--- config.mk ---
export PLATFORM = sky130hd
export DESIGN_NAME = rscs_ctrl
export DESIGN_NICKNAME = d
export VERILOG_FILES = /design/src/rtl/rscs_pkg.sv /design/src/rtl/rscs_ctrl.sv
export SDC_FILE = /design/constraint.sdc
export NUM_CORES = 1
export LEC_CHECK = 0
export ABC_CLOCK_PERIOD_IN_PS = 3450
export BUFFER_PORTS_ARGS = -buffer_cell sky130_fd_sc_hd__buf_2
export CORE_MARGIN = 4
export CORE_UTILIZATION = 55
export DETAILED_ROUTE_END_ITERATION = 6
export GPL_ROUTABILITY_DRIVEN = 0
export PLACE_DENSITY = 0.77
export SLEW_MARGIN = 20
export SYNTH_ARGS = -nofsm -noshare
export SYNTH_HDL_FRONTEND = slang
export SYNTH_SLANG_ARGS = --single-unit
--- constraint.sdc ---
create_clock -name clk -period 3.45 [get_ports clk]
set_clock_uncertainty 0.2 [all_clocks]
set_input_delay 0.345 -clock clk [delete_from_list [all_inputs] [get_ports clk]]
set_output_delay 0.345 -clock clk [all_outputs]
set_load 0.02 [all_outputs]
--- src/rtl/rscs_pkg.sv ---
// Package for the relief shading block with cast shadows.
// Holds the configuration record, register indexes, state and command codes.
// No dependencies.
`timescale 1ns / 1ps
`default_nettype none
package rscs_pkg;

	// Fixed widths of the data path.
	localparam int ElevW = 16;
	localparam int LineW = 40;
	localparam int GW    = 25;
	localparam int SqW   = 50;
	localparam int NW    = 25;
	localparam int RemW  = 42;
	localparam int QW    = 15;
	localparam int CW    = 16;

	// Algorithm constants.
	localparam int SeedOffset = 40000;
	localparam int Q14One     = 16384;
	localparam int ShadeMax   = 255;

	// Iteration counts of the shared square root and of the divider.
	localparam int Sq1Steps = 25;
	localparam int Sq2Steps = 15;
	localparam int DivSteps = 15;
	localparam int CntW     = 5;

	// Configuration register indexes.
	typedef enum logic [2:0] {
		REG_PIXEL_DISTANCE,
		REG_SUN_X,
		REG_SUN_Y,
		REG_TINT_COS,
		REG_TINT_SIN,
		REG_DROP_STEP,
		REG_SHADOW_OFF,
		REG_REVERSE_SCAN
	} reg_idx_t;

	typedef struct packed {
		logic        [15:0] pixel_distance;
		logic signed [15:0] sun_x;
		logic signed [15:0] sun_y;
		logic signed [15:0] tint_cos;
		logic signed [15:0] tint_sin;
		logic        [23:0] drop_step;
		logic               shadow_off;
		logic               reverse_scan;
	} cfg_t;

	// Position within a row.
	typedef enum logic [1:0] {
		PH_WAIT,
		PH_SEEDED,
		PH_ROW
	} phase_t;

	typedef enum logic [3:0] {
		ST_IDLE,
		ST_MULSQ,
		ST_SQ1_LOAD,
		ST_SQ1,
		ST_DIV_LOAD,
		ST_DIV,
		ST_DIV_DONE,
		ST_CSQ,
		ST_SQ2,
		ST_SHMUL,
		ST_SHADE,
		ST_OUTW
	} state_t;

	typedef enum logic [3:0] {
		CMD_NONE,
		CMD_ACCEPT,
		CMD_MULSQ,
		CMD_SQ1_LOAD,
		CMD_SQ_STEP,
		CMD_DIV_LOAD,
		CMD_DIV_STEP,
		CMD_DIV_DONE,
		CMD_CSQ,
		CMD_SHMUL,
		CMD_SHADE,
		CMD_OUT_LOAD
	} cmd_t;

	typedef struct packed {
		logic seed;
		logic dark;
		logic div_skip;
		logic out_free;
	} status_t;

endpackage
`default_nettype wire

--- src/rtl/rscs_ctrl.sv ---
// Controller of the relief shading block: sequences the data path through
// the products, two square roots and the divide. Depends on rscs_pkg.
`timescale 1ns / 1ps
`default_nettype none
module rscs_ctrl (
	input  wire logic              clk,
	input  wire logic              arst_n,
	input  wire logic              in_valid,
	output logic                   in_ready,
	input  wire rscs_pkg::status_t status,
	output rscs_pkg::cmd_t         cmd
);
	import rscs_pkg::*;

	state_t          state_q, state_d;
	logic [CntW-1:0] cnt_q, cnt_d;

	// State and iteration counter.
	always_ff @(posedge clk or negedge arst_n) begin
		if (!arst_n) begin
			state_q <= ST_IDLE;
			cnt_q   <= '0;
		end else begin
			state_q <= state_d;
			cnt_q   <= cnt_d;
		end
	end

	// Next state and commands.
	always_comb begin
		state_d  = state_q;
		cnt_d    = cnt_q;
		cmd      = CMD_NONE;
		in_ready = 1'b0;
		case (state_q)
			ST_IDLE: begin
				in_ready = 1'b1;
				if (in_valid) begin
					cmd = CMD_ACCEPT;
					if (status.seed) state_d = ST_IDLE;
					else if (status.dark) state_d = ST_OUTW;
					else state_d = ST_MULSQ;
				end
			end
			ST_MULSQ: begin
				cmd     = CMD_MULSQ;
				state_d = ST_SQ1_LOAD;
			end
			ST_SQ1_LOAD: begin
				cmd     = CMD_SQ1_LOAD;
				cnt_d   = CntW'(Sq1Steps - 1);
				state_d = ST_SQ1;
			end
			ST_SQ1: begin
				cmd = CMD_SQ_STEP;
				if (cnt_q == '0) state_d = ST_DIV_LOAD;
				else cnt_d = cnt_q - 1'b1;
			end
			ST_DIV_LOAD: begin
				cmd = CMD_DIV_LOAD;
				if (status.div_skip) begin
					state_d = ST_CSQ;
				end else begin
					cnt_d   = CntW'(DivSteps - 1);
					state_d = ST_DIV;
				end
			end
			ST_DIV: begin
				cmd = CMD_DIV_STEP;
				if (cnt_q == '0) state_d = ST_DIV_DONE;
				else cnt_d = cnt_q - 1'b1;
			end
			ST_DIV_DONE: begin
				cmd     = CMD_DIV_DONE;
				state_d = ST_CSQ;
			end
			ST_CSQ: begin
				cmd     = CMD_CSQ;
				cnt_d   = CntW'(Sq2Steps - 1);
				state_d = ST_SQ2;
			end
			ST_SQ2: begin
				cmd = CMD_SQ_STEP;
				if (cnt_q == '0) state_d = ST_SHMUL;
				else cnt_d = cnt_q - 1'b1;
			end
			ST_SHMUL: begin
				cmd     = CMD_SHMUL;
				state_d = ST_SHADE;
			end
			ST_SHADE: begin
				cmd     = CMD_SHADE;
				state_d = ST_OUTW;
			end
			ST_OUTW: begin
				if (status.out_free) begin
					cmd     = CMD_OUT_LOAD;
					state_d = ST_IDLE;
				end
			end
			default: begin
				state_d = ST_IDLE;
			end
		endcase
	end

	// A free output register always lets a finished pixel go back to idle.
	a_outw_leaves: assert property (@(posedge clk) disable iff (!arst_n)
		(state_q == ST_OUTW && status.out_free) |=> state_q == ST_IDLE)
		else $error("finished pixel did not return to idle");

	// The first root runs exactly its step count.
	a_sq1_len: assert property (@(posedge clk) disable iff (!arst_n)
		(state_q == ST_SQ1_LOAD) |=> (state_q == ST_SQ1 && cnt_q == CntW'(Sq1Steps - 1)))
		else $error("square root started with wrong count");

	// Idle state is the only one that takes pixels.
	a_ready_idle: assert property (@(posedge clk) disable iff (!arst_n)
		in_ready |-> state_q == ST_IDLE)
		else $error("pixel taken outside idle");

endmodule
`default_nettype wire

==> results of run 1 <==
-- state kept, by name, indices dropped and copies added, names as in the netlist --
| name | cells |
|---|---|
| state_q | 4 |
| cnt_q | 5 |
-- cells by family after synthesis --
| kind of cell | count (synthesis) |
|---|---|
| simple gates | 37 |
| compound gates | 32 |
| buf+inv | 15 |
| flops | 9 |
| xor+xnor | 2 |
| mux | 2 |
| fa+ha+maj | 2 |
-- final timing paths --
kind	slack (ns)	cells past startpoint	from	end
hold / removal	0.26	2	arst_n	state_q[2]
min in group clk	0.34	1	cnt_q[4]	cnt_q[4]
hold reg to reg	0.34	1	cnt_q[4]	cnt_q[4]
setup reg to reg	1.17	7	cnt_q[0]	cnt_q[4]
max in group asynchronous	2.61	2	arst_n	cnt_q[4]
setup / recovery	1.14	4	state_q[1]	cmd[2]
-- metrics by stage --
stage	area, um^2	util	setup WS (ns)	power [mW]
after global routing	873	0.655	0.979	1.01
after CTS	873	0.655	1.14	0.918
after floorplan	802	-	1.31	0.726
after global placement	837	0.628	1.23	0.820
final	873	0.655	1.14	0.913
after detailed placement	837	0.628	1.17	0.835
-- worst max-delay path: stages, from the launching register on --
cell     delay [ns]
dfrtp_1        0.66
nand2_1        0.31
xor2_1         0.21
o22ai_1        0.14
buf_2          0.19
-- routing by layer --
layer	GRT usage	vias up	routed length [um]
li1	-	377	-
met1	0.258	339	800
met2	0.283	21	761
met3	0.0352	2	104
met4	0.114	0	17
met5	0	-	0
-- cell type report --
| class | count | area, um^2 | share of cell area |
|---|---|---|---|
| tap | 15 | 18.8 | 0.0215 |
| sequential | 9 | 225 | 0.258 |
| inverter | 6 | 22.5 | 0.0258 |
| clock buffer | 4 | 26.3 | 0.0301 |
| timing repair buffer | 12 | 65.1 | 0.0745 |
| multi-input combinational | 75 | 515 | 0.590 |
-- cells in the mapped netlist (2+ instances only) --
cell type  count
or4_1          2
nor2b_1        2
o31ai_1        2
nor2_1         3
a21oi_1        2
dfrtp_1        9
buf_1          2
nand3_1        4
nor3_1         3
o21ai_1        5
inv_1          6
nand2b_1       4
clkbuf_1       3
a31oi_1        3
or3_1          3
buf_2          4
a21o_2         2
nand2_1       11
o22ai_1        4
-- power groups by stage --
stage	registers, mW	clock network, mW	logic (mW)
after CTS	0.255	0.0835	0.580
after global placement	0.253	0	0.568
final	0.256	0.0782	0.579
after detailed placement	0.257	0	0.577
after global routing	0.271	0.0915	0.644
after floorplan	0.176	0	0.549
==> results.ini, run 1 <==
[setup_path]
critPathKind = register to primary output
cp.required_ns = 2.90
startpoint_type = register
cp_max_fo = 17
cp.arrival_ns = 1.76
endpoint_kind = primary output

[routing]
drtIter0Drc = 14
routedWlPerCell_um = 13.9
drc_errors = 0
dr.pass1.iters = 4
vias = 739
vias_per_cell = 6.11
wirelength_mm = 1.68
ant_nets = 0

[synth]
synth_compound_area_frac = 0.320
synth_seq_area_share = 0.281
yosys-top-cells-area = dfrtp_1, nand2_1, nand2b_1
synth-async-reset-ratio = 1.00
synthXorXnorAreaFrac = 0.0218
synth_top_area_cell = dfrtp_1
mappedNetlistNets = 107
synthMuxAreaShare = 0.0265
synth_fa_ha_area_frac = 0.0296
synth-seq-cells = 9
synthesis.area_um2 = 802
ys_types = 44
yosysWarnings = 0
synth-simple-area-share = 0.245
synth-main-ff-cell = dfrtp_1
syn_area_per_cell_um2 = 8.10
synthCells = 99
synth_top_cell_area_share = 0.281
synth_edf_count = 0
synth_top_family_by_area = compound AO/OA/AOI/OAI gates

[worst_hold_path]
hold_class = input port to asynchronous set/reset pin

[die]
rows = 13
die_width_um = 46.2
start_util = 0.601
die_area_um2 = 2130
fp.coreArea_um2 = 1330
io_pins = 12
die_y_um = 46.2

[clocking]
clock_latency_ns = 0.25
cts.sinks = 9
htreeDepth = 1
hold_buffers = 1
cts.clk_slew.worst_paths_ns = 0.06
cts-buffers-inserted = 3
clock_tree.root_cell = clkbuf_4
cts_buffer_depth = 2
cts_tree = done
cts_resized = 0
post_cts_buffers = 0

[power]
seqPwrFrac = 0.280
vdd_drop_max_uv = 617
p_int_mw = 0.462
clock_power_share = 0.086
pwr-share-comb = 0.634
power.switching_mw = 0.451
p_sw_frac = 0.494
power_density_nw_per_um2 = 1050
leakagePower_nw = 0.380

[sta]
fin_tns_setup_ns = 0
hold_ws_ns = 0.261
max_clock_freq_mhz = 433
period_minus_slack_ns = 2.31
setup_violations = 0
relSlewSlack = 0.570
finalMaxSlewViolations = 0
hold_viol = 0
tightest_slew_ns = 0.645
period_share = 0.669
rsz0062_at_grt = no

[global_routing]
gr-total-overflow = 0
grt_pass1_wl_mm = 2.87
grt_max_degree = 23
grt_pass1_vias = 651
grt_util_all_layers = 0.192
antenna_found_initial = 0

[layout]
nets = 115
final_cell_mix = nand2_1, buf_2, dfrtp_1
nFillCells = 113
finalNonFillerCells = 121
post_route_cells_drive_above_1_share = 0.217
area_delta_synth_final_pct = 8.89
diodes = 0

[run]
maxCapViolCount = 0

[placed_design]
dp_hpwl_mm = 1.24
portBuffers = 11
placed_cells = 116

[outcome]
status = complete, no violations

Note: power is estimated with default switching activity, not from simulation.
==> run 2, diff against run 1 <==
--- a/config.mk
+++ b/config.mk
@@ -5,13 +5,14 @@
 export SDC_FILE = /design/constraint.sdc
 export NUM_CORES = 1
 export LEC_CHECK = 0
-export ABC_CLOCK_PERIOD_IN_PS = 3450
+export ABC_AREA = 1
+export ABC_CLOCK_PERIOD_IN_PS = 2000
 export BUFFER_PORTS_ARGS = -buffer_cell sky130_fd_sc_hd__buf_2
 export CORE_MARGIN = 4
-export CORE_UTILIZATION = 55
+export CORE_UTILIZATION = 49
 export DETAILED_ROUTE_END_ITERATION = 6
 export GPL_ROUTABILITY_DRIVEN = 0
-export PLACE_DENSITY = 0.77
+export PLACE_DENSITY = 0.73
 export SLEW_MARGIN = 20
 export SYNTH_ARGS = -nofsm -noshare
 export SYNTH_HDL_FRONTEND = slang
==> constraint.sdc (replaced) <==
create_clock -name clk -period 2 [get_ports clk]
set_clock_uncertainty 0.2 [all_clocks]
set_input_delay 0.2 -clock clk [delete_from_list [all_inputs] [get_ports clk]]
set_output_delay 0.2 -clock clk [all_outputs]
set_load 0.02 [all_outputs]
==> run 2 against run 1 <==
Against the previous run: final cell count grew 21%; clock power grew 69%; hold slack lost 0.15 ns; die area grew 6.4%; register-to-register slack lost 0.83 ns; via count grew 3.0%; total power grew 78%; sequential power grew 43%; combinational power grew 93%; critical endpoint is now cmd[0].
==> results.ini, run 2 <==
[outcome]
status = complete, no violations

[layout]
area_delta_synth_final_pct = 14.8
finalNonFillerCells = 147  ; +21%
post-route-util = 0.593  ; -0.0615
diodes = 0  ; unchanged
largest_reg_flops = 5  ; unchanged
post_route_cells_drive_above_1_share = 0.244  ; +0.0273
final_common_cell = nand2_1
nFillCells = 156  ; +38%
final_cell_mix = nand2_1, inv_1, nand3_1, buf_2
nets = 140  ; +22%
top_register = cnt_q
reg_top3 = cnt_q: 5 flops, state_q: 4 flops

[sta]
fin_tns_setup_ns = 0  ; unchanged
max_clock_freq_mhz = 556
relSlewSlack = 0.832  ; +0.262
rsz0062_at_grt = no
tightest_slew_ns = 0.252  ; -0.394 ns
hold_viol = 0  ; unchanged
period_share = 0.900
finalMaxSlewViolations = 0  ; unchanged
setup_violations = 0  ; unchanged
period_minus_slack_ns = 1.80
setup_slack_ns = 0.200  ; -0.941 ns

[setup_path]
critPathKind = register to primary output
max_stage_delay_ns = 0.44  ; -0.22 ns
timing.critical_path.cells = inv_2 -> nor2_4 -> nand2_1 -> o21ai_0 -> a31oi_1 -> nand3_1 -> buf_2
cp-startpoint = state_q[2]
cp.arrival_ns = 1.40  ; -0.36 ns
crit-reg2reg-launch = cnt_q[0]
cp_max_fo = 5  ; -12
startpoint_type = register
critPathBufInv = 2  ; +1
crit_family = flip-flops
cp_slowest_cell = dfrtp_2
cp.required_ns = 1.60  ; -1.30 ns
endpoint_kind = primary output

[clocking]
cts-buffers-inserted = 3  ; unchanged
cts.sinks = 9  ; unchanged
cts.clk_slew.worst_paths_ns = 0.05  ; about the same
post_cts_buffers = 0  ; unchanged
cts_buffer_depth = 2  ; unchanged
clock_tree.root_cell = clkbuf_4
cts_tree = done
clock_latency_ns = 0.25  ; about the same
htreeDepth = 1  ; unchanged

[placed_design]
placed_cells = 142  ; +22%
dp_hpwl_mm = 1.35  ; +8.5%
portBuffers = 11  ; unchanged
pre_cts_slack_ns = 0.358  ; -0.808 ns

[die]
io_pins = 12  ; unchanged
die_width_um = 47.6  ; +3.1%
die_y_um = 47.6  ; +3.1%
die_area_um2 = 2270  ; +6.4%
start_util = 0.517  ; -0.0845
fp.coreArea_um2 = 1490  ; +12%
rows = 14  ; +1

[routing]
routedWlPerCell_um = 10.8  ; -22%
drtIter0Drc = 16  ; +2
dr.pass1.iters = 5  ; +1
vias_per_cell = 5.18  ; -15%
drc_errors = 0  ; unchanged
ant_nets = 0  ; unchanged
wirelength_mm = 1.59  ; -5.6%
vias = 761  ; +3.0%

[synth]
mappedNetlistNets = 123  ; +15%
synth_top_cell_area_share = 0.293  ; +0.0119
synth-async-reset-ratio = 1.00  ; unchanged
ys_types = 24  ; -45%
synth-simple-area-share = 0.486  ; +0.241
synth_edf_count = 0  ; unchanged
synth-main-ff-cell = dfrtp_1
synth_compound_area_frac = 0.0992  ; -0.221
synth_top_family_by_area = simple AND/OR/NAND/NOR gates
synthXorXnorAreaFrac = 0.0228  ; +0.000923
synth_fa_ha_area_frac = 0.0163  ; -0.0134
synthesis.area_um2 = 769  ; -4.1%
syn_area_per_cell_um2 = 6.69  ; -17%
synthMuxAreaShare = 0  ; -0.0265
ys_top_cells_by_count = nand2_1, inv_1, nand3_1, dfrtp_1, nor2_1
synth_seq_area_share = 0.293  ; +0.0119
synthCells = 115  ; +16%
yosys-top-cells-area = dfrtp_1, nand2_1, inv_1
synth_most_common_cell = nand2_1
yosysWarnings = 0  ; unchanged
synth_top_area_cell = dfrtp_1
synth-seq-cells = 9  ; unchanged

[global_routing]
gr-total-overflow = 0  ; unchanged
grt_util_all_layers = 0.174  ; -0.0183
grt_max_degree = 10  ; -57%
grt_pass1_wl_mm = 2.73  ; -4.8%
grt_pass1_vias = 662  ; +1.7%
antenna_found_initial = 0  ; unchanged

[run]
maxCapViolCount = 0  ; unchanged

[power]
clock_power_share = 0.082  ; -0.004
leakagePower_nw = 0.501  ; +32%
pwr-share-comb = 0.693  ; +0.059
p_sw_frac = 0.537  ; +0.0431
p_int_mw = 0.750  ; +62%
vdd_drop_max_uv = 759  ; +23%
seqPwrFrac = 0.225  ; -0.055
total_power_mw = 1.62  ; +78%
power.switching_mw = 0.871  ; +93%
power_density_nw_per_um2 = 1840  ; +76%

[worst_hold_path]
hold_start = status[3]
hold_class = input port to register

-- run 2: worst register-to-register path, cell delays in order, from the launching register on --
cell      delay (ns)
dfrtp_1         0.37
inv_1           0.07
ha_1            0.23
nand3b_1        0.14
inv_1           0.10
a21oi_4         0.24
nand2_4         0.09
nand2_1         0.07
nand2_1         0.05
-- run 2: layout make-up --
class,instances,area [um^2],area share
Multi-Input combinational cell,89,480,0.544
Clock buffer,4,26.3,0.0297
Timing Repair Buffer,12,65.1,0.0737
Inverter,17,63.8,0.0722
Tap cell,16,20.0,0.0227
Sequential cell,9,228,0.258
-- run 2: kinds of logic (layout without fill, tap and decap cells) --
group           count (synthesis)  count (layout)
compound gates                 12              12
simple gates                   74              74
flops                           9               9
buf+inv                        17              33
fa+ha+maj                       1               1
xor+xnor                        2               2
-- run 2: layer usage --
| layer | vias up | global-route usage | part of all wire |
|---|---|---|---|
| met4 | 0 | 0.0645 | 0 |
| li1 | 396 | - | - |
| met1 | 349 | 0.256 | 0.51 |
| met3 | 0 | 0.0338 | 0.051 |
| met2 | 16 | 0.251 | 0.44 |
| met5 | - | 0 | 0 |
-- run 2: worst paths after layout --
path                       slack, ns          to  cells past startpoint
setup / recovery                0.20      cmd[0]                      7
hold / removal                  0.11  state_q[0]                      4
setup reg to reg                0.34    cnt_q[1]                      8
hold reg to reg                 0.29    cnt_q[1]                      2
max in group asynchronous       1.28  state_q[2]                      2
min in group asynchronous       0.13    cnt_q[3]                      2
-- run 2: what timing repair did --
| item | CTS | global route |
|---|---|---|
| resized for setup | 0 | 3 |
| hold endpoints to repair | 9 | 0 |
| setup endpoints to repair | 0 | 1 |
| hold buffers | 1 | 0 |
-- run 2: power by group through the flow --
| stage | Sequential (mW) | Clock, mW | Combinational, mW |
|---|---|---|---|
| floorplan | 0.346 | 0 | 0.894 |
| CTS | 0.362 | 0.140 | 1.13 |
| global placement | 0.363 | 0 | 1.11 |
| global route | 0.378 | 0.157 | 1.28 |
| finish | 0.365 | 0.132 | 1.12 |
| detailed placement | 0.365 | 0 | 1.12 |
-- run 2: stage by stage --
step	area (um^2)	hold WS, ns
floorplan	769	-0.296
global placement	845	-0.145
detailed placement	845	-0.143
CTS	881	0.121
global route	883	0.122
finish	883	0.113
