--- src/rtl/rscs_pkg.sv ---
// Package for the relief shading block with cast shadows.
// Holds the configuration record, register indexes, state and command codes.
// No dependencies.
`timescale 1ns / 1ps
`default_nettype none
package rscs_pkg;

	// Fixed widths of the data path.
	localparam int ElevW = 16;
	localparam int LineW = 40;
	localparam int GW    = 25;
	localparam int SqW   = 50;
	localparam int NW    = 25;
	localparam int RemW  = 42;
	localparam int QW    = 15;
	localparam int CW    = 16;

	// Algorithm constants.
	localparam int SeedOffset = 40000;
	localparam int Q14One     = 16384;
	localparam int ShadeMax   = 255;

	// Iteration counts of the shared square root and of the divider.
	localparam int Sq1Steps = 25;
	localparam int Sq2Steps = 15;
	localparam int DivSteps = 15;
	localparam int CntW     = 5;

	// Configuration register indexes.
	typedef enum logic [2:0] {
		REG_PIXEL_DISTANCE,
		REG_SUN_X,
		REG_SUN_Y,
		REG_TINT_COS,
		REG_TINT_SIN,
		REG_DROP_STEP,
		REG_SHADOW_OFF,
		REG_REVERSE_SCAN
	} reg_idx_t;

	typedef struct packed {
		logic        [15:0] pixel_distance;
		logic signed [15:0] sun_x;
		logic signed [15:0] sun_y;
		logic signed [15:0] tint_cos;
		logic signed [15:0] tint_sin;
		logic        [23:0] drop_step;
		logic               shadow_off;
		logic               reverse_scan;
	} cfg_t;

	// Position within a row.
	typedef enum logic [1:0] {
		PH_WAIT,
		PH_SEEDED,
		PH_ROW
	} phase_t;

	typedef enum logic [3:0] {
		ST_IDLE,
		ST_MULSQ,
		ST_SQ1_LOAD,
		ST_SQ1,
		ST_DIV_LOAD,
		ST_DIV,
		ST_DIV_DONE,
		ST_CSQ,
		ST_SQ2,
		ST_SHMUL,
		ST_SHADE,
		ST_OUTW
	} state_t;

	typedef enum logic [3:0] {
		CMD_NONE,
		CMD_ACCEPT,
		CMD_MULSQ,
		CMD_SQ1_LOAD,
		CMD_SQ_STEP,
		CMD_DIV_LOAD,
		CMD_DIV_STEP,
		CMD_DIV_DONE,
		CMD_CSQ,
		CMD_SHMUL,
		CMD_SHADE,
		CMD_OUT_LOAD
	} cmd_t;

	typedef struct packed {
		logic seed;
		logic dark;
		logic div_skip;
		logic out_free;
	} status_t;

endpackage
`default_nettype wire

--- src/rtl/rscs_if.sv ---
// Channel interfaces of the relief shading block: pixel input, result output
// and configuration writes. No dependencies.
`timescale 1ns / 1ps
`default_nettype none


// Configuration write channel.
interface rscs_cfg_if;
	logic        valid;
	logic        ready;
	logic [2:0]  index;
	logic [23:0] data;
	modport source(output valid, output index, output data, input ready);
	modport sink(input valid, input index, input data, output ready);
endinterface
`default_nettype wire

--- src/rtl/rscs_cfg.sv ---
// Configuration register file of the relief shading block.
// Depends on rscs_pkg and the configuration channel interface.
`timescale 1ns / 1ps
`default_nettype none
module rscs_cfg (
	input  wire logic        clk,
	input  wire logic        arst_n,
	rscs_cfg_if.sink         cfg,
	output rscs_pkg::cfg_t   regs
);
	import rscs_pkg::*;

	cfg_t regs_q;

	// Writes are always taken.
	assign cfg.ready = 1'b1;
	assign regs      = regs_q;

	// One register per beat, selected by the index.
	always_ff @(posedge clk or negedge arst_n) begin
		if (!arst_n) begin
			regs_q.pixel_distance <= 16'd256;
			regs_q.sun_x          <= -16'sd11585;
			regs_q.sun_y          <= 16'sd11585;
			regs_q.tint_cos       <= 16'sd8607;
			regs_q.tint_sin       <= 16'sd13941;
			regs_q.drop_step      <= 24'd256;
			regs_q.shadow_off     <= 1'b0;
			regs_q.reverse_scan   <= 1'b0;
		end else if (cfg.valid && cfg.ready) begin
			case (reg_idx_t'(cfg.index))
				REG_PIXEL_DISTANCE: regs_q.pixel_distance <= cfg.data[15:0];
				REG_SUN_X:          regs_q.sun_x          <= $signed(cfg.data[15:0]);
				REG_SUN_Y:          regs_q.sun_y          <= $signed(cfg.data[15:0]);
				REG_TINT_COS:       regs_q.tint_cos       <= $signed(cfg.data[15:0]);
				REG_TINT_SIN:       regs_q.tint_sin       <= $signed(cfg.data[15:0]);
				REG_DROP_STEP:      regs_q.drop_step      <= cfg.data;
				REG_SHADOW_OFF:     regs_q.shadow_off     <= cfg.data[0];
				REG_REVERSE_SCAN:   regs_q.reverse_scan   <= cfg.data[0];
				default: begin
				end
			endcase
		end
	end

endmodule
`default_nettype wire

--- src/flat_wrapper.sv ---
// flat-port wrapper written by rule: the top's interface ports become plain ports
module rscs_cfg_flat import rscs_pkg::*;
  (clk, arst_n, regs, cfg_valid, cfg_index, cfg_data, cfg_ready);
  rscs_cfg_if cfg_i ();
  input  wire logic clk;
  input  wire logic arst_n;
  output rscs_pkg::cfg_t regs;
  input wire logic [$bits(cfg_i.valid)-1:0] cfg_valid;
  input wire logic [$bits(cfg_i.index)-1:0] cfg_index;
  input wire logic [$bits(cfg_i.data)-1:0] cfg_data;
  output wire logic [$bits(cfg_i.ready)-1:0] cfg_ready;
  assign cfg_i.valid = cfg_valid;
  assign cfg_i.index = cfg_index;
  assign cfg_i.data = cfg_data;
  assign cfg_ready = cfg_i.ready;
  rscs_cfg u_core (.clk(clk), .arst_n(arst_n), .cfg(cfg_i), .regs(regs));
endmodule
--- config.mk ---
export PLATFORM = sky130hd
export DESIGN_NAME = rscs_cfg_flat
export DESIGN_NICKNAME = d
export VERILOG_FILES = /design/src/rtl/rscs_pkg.sv /design/src/rtl/rscs_if.sv /design/src/rtl/rscs_cfg.sv /design/src/flat_wrapper.sv
export SDC_FILE = /design/constraint.sdc
export NUM_CORES = 1
export LEC_CHECK = 0
export BUFFER_PORTS_ARGS = -buffer_cell sky130_fd_sc_hd__buf_2
export CAP_MARGIN = 25
export CORE_MARGIN = 1
export CORE_UTILIZATION = 50
export CTS_BUF_LIST = sky130_fd_sc_hd__clkbuf_8
export DETAILED_ROUTE_END_ITERATION = 8
export PLACE_DENSITY_LB_ADDON = 0.25
export SLEW_MARGIN = 15
export SYNTH_ARGS = -nofsm -noshare
export SYNTH_HDL_FRONTEND = slang
export SYNTH_SLANG_ARGS = --single-unit
--- constraint.sdc ---
create_clock -name clk -period 1.1 [get_ports clk]
set_input_delay 0.055 -clock clk [delete_from_list [all_inputs] [get_ports clk]]
set_output_delay 0.055 -clock clk [all_outputs]
set_load 0.01 [all_outputs]
==> impl_metrics.tcl, run 1 <==
set metrics [dict create \
    status "finished, final reports clean" \
    fillers 503 \
    cts.sinks 106 \
    ir_drop_mv 1.046 \
    hold_viol 0 \
    synth_seq_cells 106 \
    first_pass_iters 4 \
    finalCritPeriodShare 0.9868 \
    grt_setup_unrepaired "true" \
    synthAdderAreaFrac 0 \
    cts_buffers 9 \
    power_density_mw_per_mm2 1919 \
    slew_viol_final 0 \
    syn_avg_cell_area_um2 17.62 \
    crit_chain "buf_6" \
    grt_pass1_vias 2658 \
    layout_setup_ws_ns 0.01449 \
    p_int_mw 8.163 \
    grtUsageTotal 0.2169 \
    end_kind "output port" \
    syn_area_mm2 0.004158 \
    min_path_cells 2 \
    ant_nets 0 \
    worstSetupPathType "reg2out" \
    final_util 0.7460 \
    worstSetupStartpoint "u_core.regs[79]" \
    p_leak_nw 2.793 \
    clock-root-buffer "clkbuf_8" \
    cap_violations 0 \
    finalSetupViolCount 0 \
    crit_family "flip-flops" \
    ys.warnings.count 0 \
    largest_reg_flops 106 \
    synth-simple-area-share 0.02498 \
    synth_mux_area_frac 0.2961 \
    die_area_mm2 0.008684 \
    crit_buf_inv 1 \
    r2r-start "u_core.regs[38]" \
    yosysSeqAreaShare 0.6488 \
    finish.net_count 441 \
    hpwl_um 6241 \
    hold_end "u_core.regs[104]" \
    clock_power_share 0.236 \
    grt_max_degree 30 \
    synthDistinctLibCells 15 \
    fin_skew_ns 0 \
    arrival_ns 1.03 \
    clk_pin_slew_ns 0.11 \
    tritoncts "done" \
    grt-ovfl-total 0 \
    crit_required_ns 1.04 \
    p_sw_frac 0.2772 \
    drt_iter0_markers 54 \
    synthCells 236 \
    clk_latency_ns 0.36 \
    final_layout_size_suffix_gt1_frac 0.7813 \
    rows 32 \
    syn-num-nets 266 \
    dr_total_vias 2631 \
    viasPerCell 5.079 \
    syn2layout_area_growth_pct 41.53 \
    fmax_ghz 0.9212 \
    drc 0 \
    die_x_um 93.19 \
    power_frac_seq 0.485 \
    r2r_slack_ns 0.26 \
    wl_per_cell_um 17.54 \
    design_area_mm2 0.005884 \
    hold_start "cfg_data[14]" \
    wl_um 9085 \
    worst_hold_path_type "in2reg" \
    mostFrequentLayoutCells "105 x buf_2, 70 x dfrtp_1, 66 x mux2_2" \
    die_y_um 93.19 \
    cp_slowest_stage_delay_ns 0.57 \
    power_frac_comb 0.279 \
    r2r-end "u_core.regs[38]" \
    core_area_mm2 0.007888 \
    synth-xor-area-share 0 \
    layout_commonest_cell "buf_2" \
    place.gp.congestion 0.7374 \
    rr_worst_depth 2 \
    cts_buffer_depth 2 \
    place_ws_ns -0.1901 \
    critPathMaxFanout 2 \
    slowest_stage "dfstp_2" \
    start_util 0.5271 \
    grt_pass1_wl_um 14200 \
    start_kind "flop" \
    antenna_cells 0 \
    synth_compound_area_frac 0 \
    antenna_found_initial 0 \
    switching_power_mw 3.131 \
    placedInstanceArea_mm2 0.005235 \
    portBuffers 135 \
    ios 137 \
    synth_top_family_by_area "multiplexers" \
    timing.final.crit_period_ns 1.086 \
    htreeDepth 3 \
]
## repair_timing
| item | in CTS | in global routing |
|---|---|---|
| endpoints found under the setup margin | 18 | 25 |
| setup buffers | 8 | 1 |
| gates resized for setup | 11 | 20 |
| hold endpoints to repair | 109 | 0 |
| hold buffers | 18 | 0 |
| cloned | 0 | 0 |
## metrics by stage
step / cells / setup TNS [ns] / hold WS, ns / power, mW
floorplan: 236 / -2.784 / -0.2406 / 6.936
detailed placement: 475 / -9.670 / -0.02895 / 8.245
global route: 518 / -0.09784 / 0.01940 / 11.82
global placement: 475 / -7.324 / -0.03038 / 8.140
CTS: 517 / 0 / 0.0006350 / 11.17
finish: 518 / 0 / 0.01626 / 11.29
## worst max-delay path by stage
stage          depth (start not counted)  slack (ns)               end
2_1_floorplan                          4       -0.16  u_core.regs[100]
3_3_place_gp                           4       -0.17   u_core.regs[84]
3_5_place_dp                           4       -0.19   u_core.regs[80]
4_1_cts                                1      0.0003          regs[44]
5_1_grt                                1       -0.02          regs[79]
6_report                               1        0.01          regs[79]
## layer usage
metal / part of all wire / track usage / up-vias / wire length, um
li1: - / - / 1188 / -
met1: 0.45 / 0.2989 / 1350 / 4065
met2: 0.48 / 0.3431 / 86 / 4398
met3: 0.057 / 0.04634 / 7 / 522
met4: 0.011 / 0.07308 / 0 / 99
met5: 0 / 0 / - / 0
## Yosys cell counts
library cell | n | area share
and4bb_2 | 2 | 0.0060
buf_2 | 7 | 0.0084
buf_4 | 2 | 0.0036
buf_6 | 5 | 0.014
buf_8 | 1 | 0.0036
conb_1 | 1 | 0.00090
dfrtp_1 | 70 | 0.42
dfstp_2 | 36 | 0.23
mux2_2 | 96 | 0.26
mux2_4 | 10 | 0.036
nand4_1 | 1 | 0.0015
nand4b_1 | 1 | 0.0021
nand4b_2 | 2 | 0.0072
nor4b_4 | 1 | 0.0057
nor4bb_1 | 1 | 0.0024
## worst register-to-register path: cells and delay by family, from the launching register on
kind / cells / cell delay [ns]
flops: 1 / 0.56
mux: 1 / 0.12
buf+inv: 1 / 0.11
## final cells by class
| class | count | area, um^2 | share of cell area |
|---|---|---|---|
| flip-flops and latches | 106 | 2698 | 0.4584 |
| multi-input cells | 115 | 1466 | 0.2492 |
| repair buffers | 179 | 1369 | 0.2326 |
| well taps | 102 | 127.6 | 0.02169 |
| clock buffers | 9 | 123.9 | 0.02105 |
| clock inverters | 7 | 100.1 | 0.01701 |
## cells by family (layout without fill, tap and decap cells)
group,after synthesis,in the layout
other,1,1
muxes,106,106
DFF,106,106
and+or+nand+nor,8,8
buffers and inverters,15,195
## power by group through the flow
stage	sequential, mW	combinational [mW]	clock (mW)
6_report	5.47	3.15	2.67
2_1_floorplan	5.88	1.06	0
3_5_place_dp	5.48	2.77	0
3_3_place_gp	5.45	2.69	0
4_1_cts	5.44	3.02	2.70
5_1_grt	5.57	3.39	2.86
Note: power is estimated with default switching activity, not from simulation.
==> run 2, diff against run 1 <==
Settings changed: GPL_ROUTABILITY_DRIVEN from default to 0.
Clock period 1.1 ns to 1.3 ns, I/O delays scaled along.
==> impl_metrics.tcl, run 2 (synthesized netlist as in run 1, its figures left out) <==
set metrics [dict create \
    layout_commonest_cell "buf_2" \
    cp_num_cells 1 \
    power_density_mw_per_mm2 1663 \
    r2r-start "u_core.regs[8]" \
    clk_latency_ns 0.35 \
    dr_total_vias 2572 \
    cts.sinks 106 \
    worstSetupPathType "reg2out" \
    ant_nets 0 \
    syn2layout_area_growth_pct 28.05 \
    tritoncts "done" \
    fillers 586 \
    cts_buffers 9 \
    viasPerCell 5.217 \
    cts_buffer_depth 2 \
    cts_resized 0 \
    rr_worst_depth 1 \
    clock_power_share 0.239 \
    crit_end "regs[39]" \
    antenna_cells 0 \
    largest_reg_flops 106 \
    grt-ovfl-total 0 \
    core_area_mm2 0.007888 \
    fin_skew_ns 0 \
    crit_chain "buf_2" \
    power_frac_seq 0.514 \
    start_util 0.5271 \
    start_kind "flop" \
    rows 32 \
    critPathMaxFanout 2 \
    setup_tns_ns 0 \
    fin_hold_ws_ns 0.01934 \
    htreeDepth 3 \
    m1WireLength_um 3657 \
    hold_viol 0 \
    met2_length_um 4295 \
    ios 137 \
    worst_pin_slew_ns 0.5471 \
    drt_iter0_markers 67 \
    slew_headroom 0.6353 \
    layout_setup_ws_ns 0.2003 \
    grt_pass1_vias 2590 \
    first_pass_iters 2 \
    finalCritPeriodShare 0.8459 \
    fmax_ghz 0.9094 \
    die_area_mm2 0.008684 \
    grt_max_degree 107 \
    worst_hold_path_type "in2reg" \
    finalSetupViolCount 0 \
    grtUsageTotal 0.2081 \
    wl_met3_um 441 \
    multiInputGateArea_mm2 0.001354 \
    wl_per_cell_um 17.20 \
    wl_um 8479 \
    place_ws_ns 0.01123 \
    crit_buf_inv 1 \
    hold_start "cfg_data[8]" \
    placedCellCount 467 \
    finish.net_count 416 \
    crit_family "flip-flops" \
    slowest_stage "dfstp_2" \
    seqCellArea_mm2 0.002698 \
    die_y_um 93.19 \
    p_leak_nw 2.512 \
    arrival_ns 1.03 \
    portBuffers 135 \
    final_layout_size_suffix_gt1_frac 0.7826 \
    hpwl_um 5923 \
    r2r-end "u_core.regs[8]" \
    cp_slowest_stage_delay_ns 0.55 \
    clk_pin_slew_ns 0.10 \
    highest-signal-layer "met4" \
    worstSetupStartpoint "u_core.regs[39]" \
    switching_power_mw 2.430 \
    antenna_found_initial 0 \
    power_frac_comb 0.247 \
    grt_pass1_wl_um 13540 \
    crit_required_ns 1.24 \
    die_x_um 93.19 \
    mostFrequentLayoutCells "134 x buf_2, 96 x mux2_2, 70 x dfrtp_1" \
    p_sw_frac 0.2746 \
    grt_setup_unrepaired "false" \
    clock-root-buffer "clkbuf_8" \
    p_int_mw 6.421 \
    slew_viol_final 0 \
    drc 0 \
    timing.final.crit_period_ns 1.100 \
    cap_violations 0 \
    r2r_slack_ns 0.51 \
    status "finished, final reports clean" \
    ir_drop_mv 0.7366 \
    end_kind "output port" \
    finalNonFillerCells 493 \
]
run 2: cell types whose count changed in the layout (fill, tap and decap cells not counted):
cell | previous run | this run
mux2_4 | 40 | 10
inv_8 | 1 | 0
mux2_2 | 66 | 96
inv_1 | 0 | 2
buf_2 | 105 | 134
dlygate4sd3_1 | 18 | 10
buf_4 | 17 | 3
inv_6 | 1 | 0
buf_6 | 28 | 0
buf_12 | 11 | 7
run 2: layout make-up:
class,count,share of cell area
Clock buffer,9,0.02327
Clock inverter,7,0.01645
Multi-Input combinational cell,115,0.2543
Tap cell,102,0.02397
Timing Repair Buffer,154,0.1753
Sequential cell,106,0.5067
run 2: timing repair:
action,in CTS,in global routing
setup buffers,0,0
hold buffers,10,0
hold endpoints to repair,80,0
run 2: power by group through the flow:
stage | sequential [mW] | clock [mW] | combinational, mW
6_report | 4.55 | 2.12 | 2.19
5_1_grt | 4.65 | 2.29 | 2.37
4_1_cts | 4.56 | 2.17 | 2.23
3_5_place_dp | 4.61 | 0 | 2.20
3_3_place_gp | 4.57 | 0 | 2.15
2_1_floorplan | 4.97 | 0 | 0.767
run 2: how the worst min path moves through the flow:
stage | cells past startpoint | to
after floorplan | 0 | u_core.regs[0]
after global placement | 2 | u_core.regs[22]
after detailed placement | 2 | u_core.regs[22]
after CTS | 2 | u_core.regs[71]
after global routing | 2 | u_core.regs[102]
final | 2 | u_core.regs[98]
run 2: metrics by stage:
stage / instance area [um^2] / total power, mW / util
after global routing: 5324 / 9.311 / 0.6750
after detailed placement: 5012 / 6.817 / 0.6355
after global placement: 5012 / 6.723 / 0.6355
after floorplan: 4158 / 5.734 / -
final: 5324 / 8.851 / 0.6750
after CTS: 5324 / 8.953 / 0.6750
run 2: routing by layer:
layer  vias to the layer above  GRT usage
li1                       1144          -
met1                      1342     0.2589
met2                        79     0.3511
met3                         7    0.05528
met4                         0    0.07308
met5                         -          0
==> run 3, diff against run 2 <==
Settings changed: CORE_UTILIZATION 50 to 47.
Clock period 1.3 ns to 0.9 ns, I/O delays scaled along.
==> impl_metrics.tcl, run 3 (synthesized netlist as in run 1, its figures left out) <==
set metrics [dict create \
    arrival_ns 1.04 \
    antenna_found_initial 0 \
    fillers 503 \
    hold_viol 0 \
    rows 33 \
    fin_skew_ns 0 \
    grtUsageTotal 0.2309 \
    dr_total_vias 2813 \
    die_y_um 96.06 \
    grt_pass1_vias 2919 \
    tritoncts "done" \
    crit_chain "buf_6" \
    clk_pin_slew_ns 0.11 \
    finalSetupViolCount 122 \
    slew_viol_final 0 \
    hpwl_um 6430 \
    die_area_mm2 0.009227 \
    grt-ovfl-total 0 \
    wl_per_cell_um 19.42 \
    ios 137 \
    syn2layout_area_growth_pct 55.91 \
    p_leak_nw 3.111 \
    violations "negative setup slack" \
    ant_nets 0 \
    slowest_stage "dfstp_2" \
    viasPerCell 5.068 \
    ir_drop_mv 1.307 \
    antenna_cells 0 \
    grt_pass1_wl_um 15480 \
    end_kind "output port" \
    worst_hold_path_type "in2reg" \
    total_power_mw 15.21 \
    start_util 0.4960 \
    fin_hold_ws_ns 0.01361 \
    crit_family "flip-flops" \
    layout_commonest_cell "buf_6" \
    start_kind "flop" \
    largest_reg_flops 106 \
    die_x_um 96.06 \
    portBuffers 135 \
    timing.final.crit_period_ns 1.090 \
    htreeDepth 3 \
    core_area_mm2 0.008382 \
    cts.sinks 106 \
    placedCellCount 476 \
    power_density_mw_per_mm2 2347 \
    final_util 0.7734 \
    mostFrequentLayoutCells "79 x buf_6, 77 x buf_2, 70 x dfrtp_1" \
    cts_buffers 9 \
    cap_violations 0 \
    grt_setup_unrepaired "true" \
    worstSetupPathType "reg2out" \
    wl_um 10780 \
    finish.net_count 475 \
    fmax_ghz 0.9177 \
    critPathMaxFanout 2 \
    finalNonFillerCells 555 \
    clk_latency_ns 0.36 \
    cp_slowest_stage_delay_ns 0.57 \
    status "finished, violations left" \
    grt_max_degree 57 \
    crit_buf_inv 1 \
    finalCritPeriodShare 1.211 \
    crit_required_ns 0.85 \
    final_layout_size_suffix_gt1_frac 0.7956 \
    cts_buffer_depth 2 \
    layout_setup_ws_ns -0.1897 \
    first_pass_iters 4 \
    drc 0 \
    clock-root-buffer "clkbuf_8" \
    drt_iter0_markers 56 \
]
==> run 3: cell types whose count changed in the layout (fill, tap and decap cells not counted) <==
cell	before	now
inv_6	0	3
dlygate4sd3_1	10	19
clkinvlp_4	2	0
clkinv_4	0	1
clkinv_2	1	0
inv_1	2	0
clkbuf_8	9	10
buf_2	134	77
buf_12	7	10
mux2_2	96	45
buf_4	3	28
mux2_4	10	61
buf_6	0	79
==> run 3: area by class of cell <==
class	instances	area, um^2	share of cell area
timing repair buffer	213	1876	0.2893
sequential	106	2698	0.4161
clock buffer	10	137.6	0.02123
clock inverter	6	95.09	0.01467
multi-input combinational	115	1545	0.2384
tap	105	131.4	0.02027
==> run 3: metal layers <==
metal	vias up	share of wire	track usage	wire length, um
met5	-	0	0	0
met4	0	0.015	0.06468	167
met3	14	0.063	0.07346	683
met2	96	0.51	0.3753	5457
met1	1460	0.41	0.2975	4472
li1	1243	-	-	-
==> run 3: through the flow <==
step	worst slack, ns	area (um^2)	setup TNS [ns]
floorplan	-0.3544	4398	-17.31
global placement	-0.3236	5279	-27.49
detailed placement	-0.3656	5279	-29.77
CTS	-0.2008	6232	-9.915
global route	-0.2282	6482	-13.86
finish	-0.1897	6482	-9.298
==> run 3: worst paths after layout <==
path	depth (start not counted)	from	end	slack [ns]
max	1	u_core.regs[79]	regs[79]	-0.19
min	2	cfg_data[10]	u_core.regs[84]	0.01
max reg2reg	3	u_core.regs[68]	u_core.regs[68]	-0.03
min reg2reg	1	u_core.regs[6]	u_core.regs[6]	0.51
max in group asynchronous	3	arst_n	u_core.regs[77]	0.37
min in group asynchronous	3	arst_n	u_core.regs[15]	0.21
==> run 3: what timing repair did <==
action	4_1_cts	5_1_grt
hold buffers	18	1
resized for setup	44	40
hold endpoints to repair	159	1
buffers inserted	37	7
setup endpoints to repair	106	126
pin swaps	0	0
==> run 3: power by group <==
part / switching, mW / internal (mW) / leakage, nW
combinational: 1.77 / 3.27 / 1.77
sequential: 0.743 / 6.08 / 1.22
clock: 1.68 / 1.68 / 0.118
total: 4.19 / 11.0 / 3.11
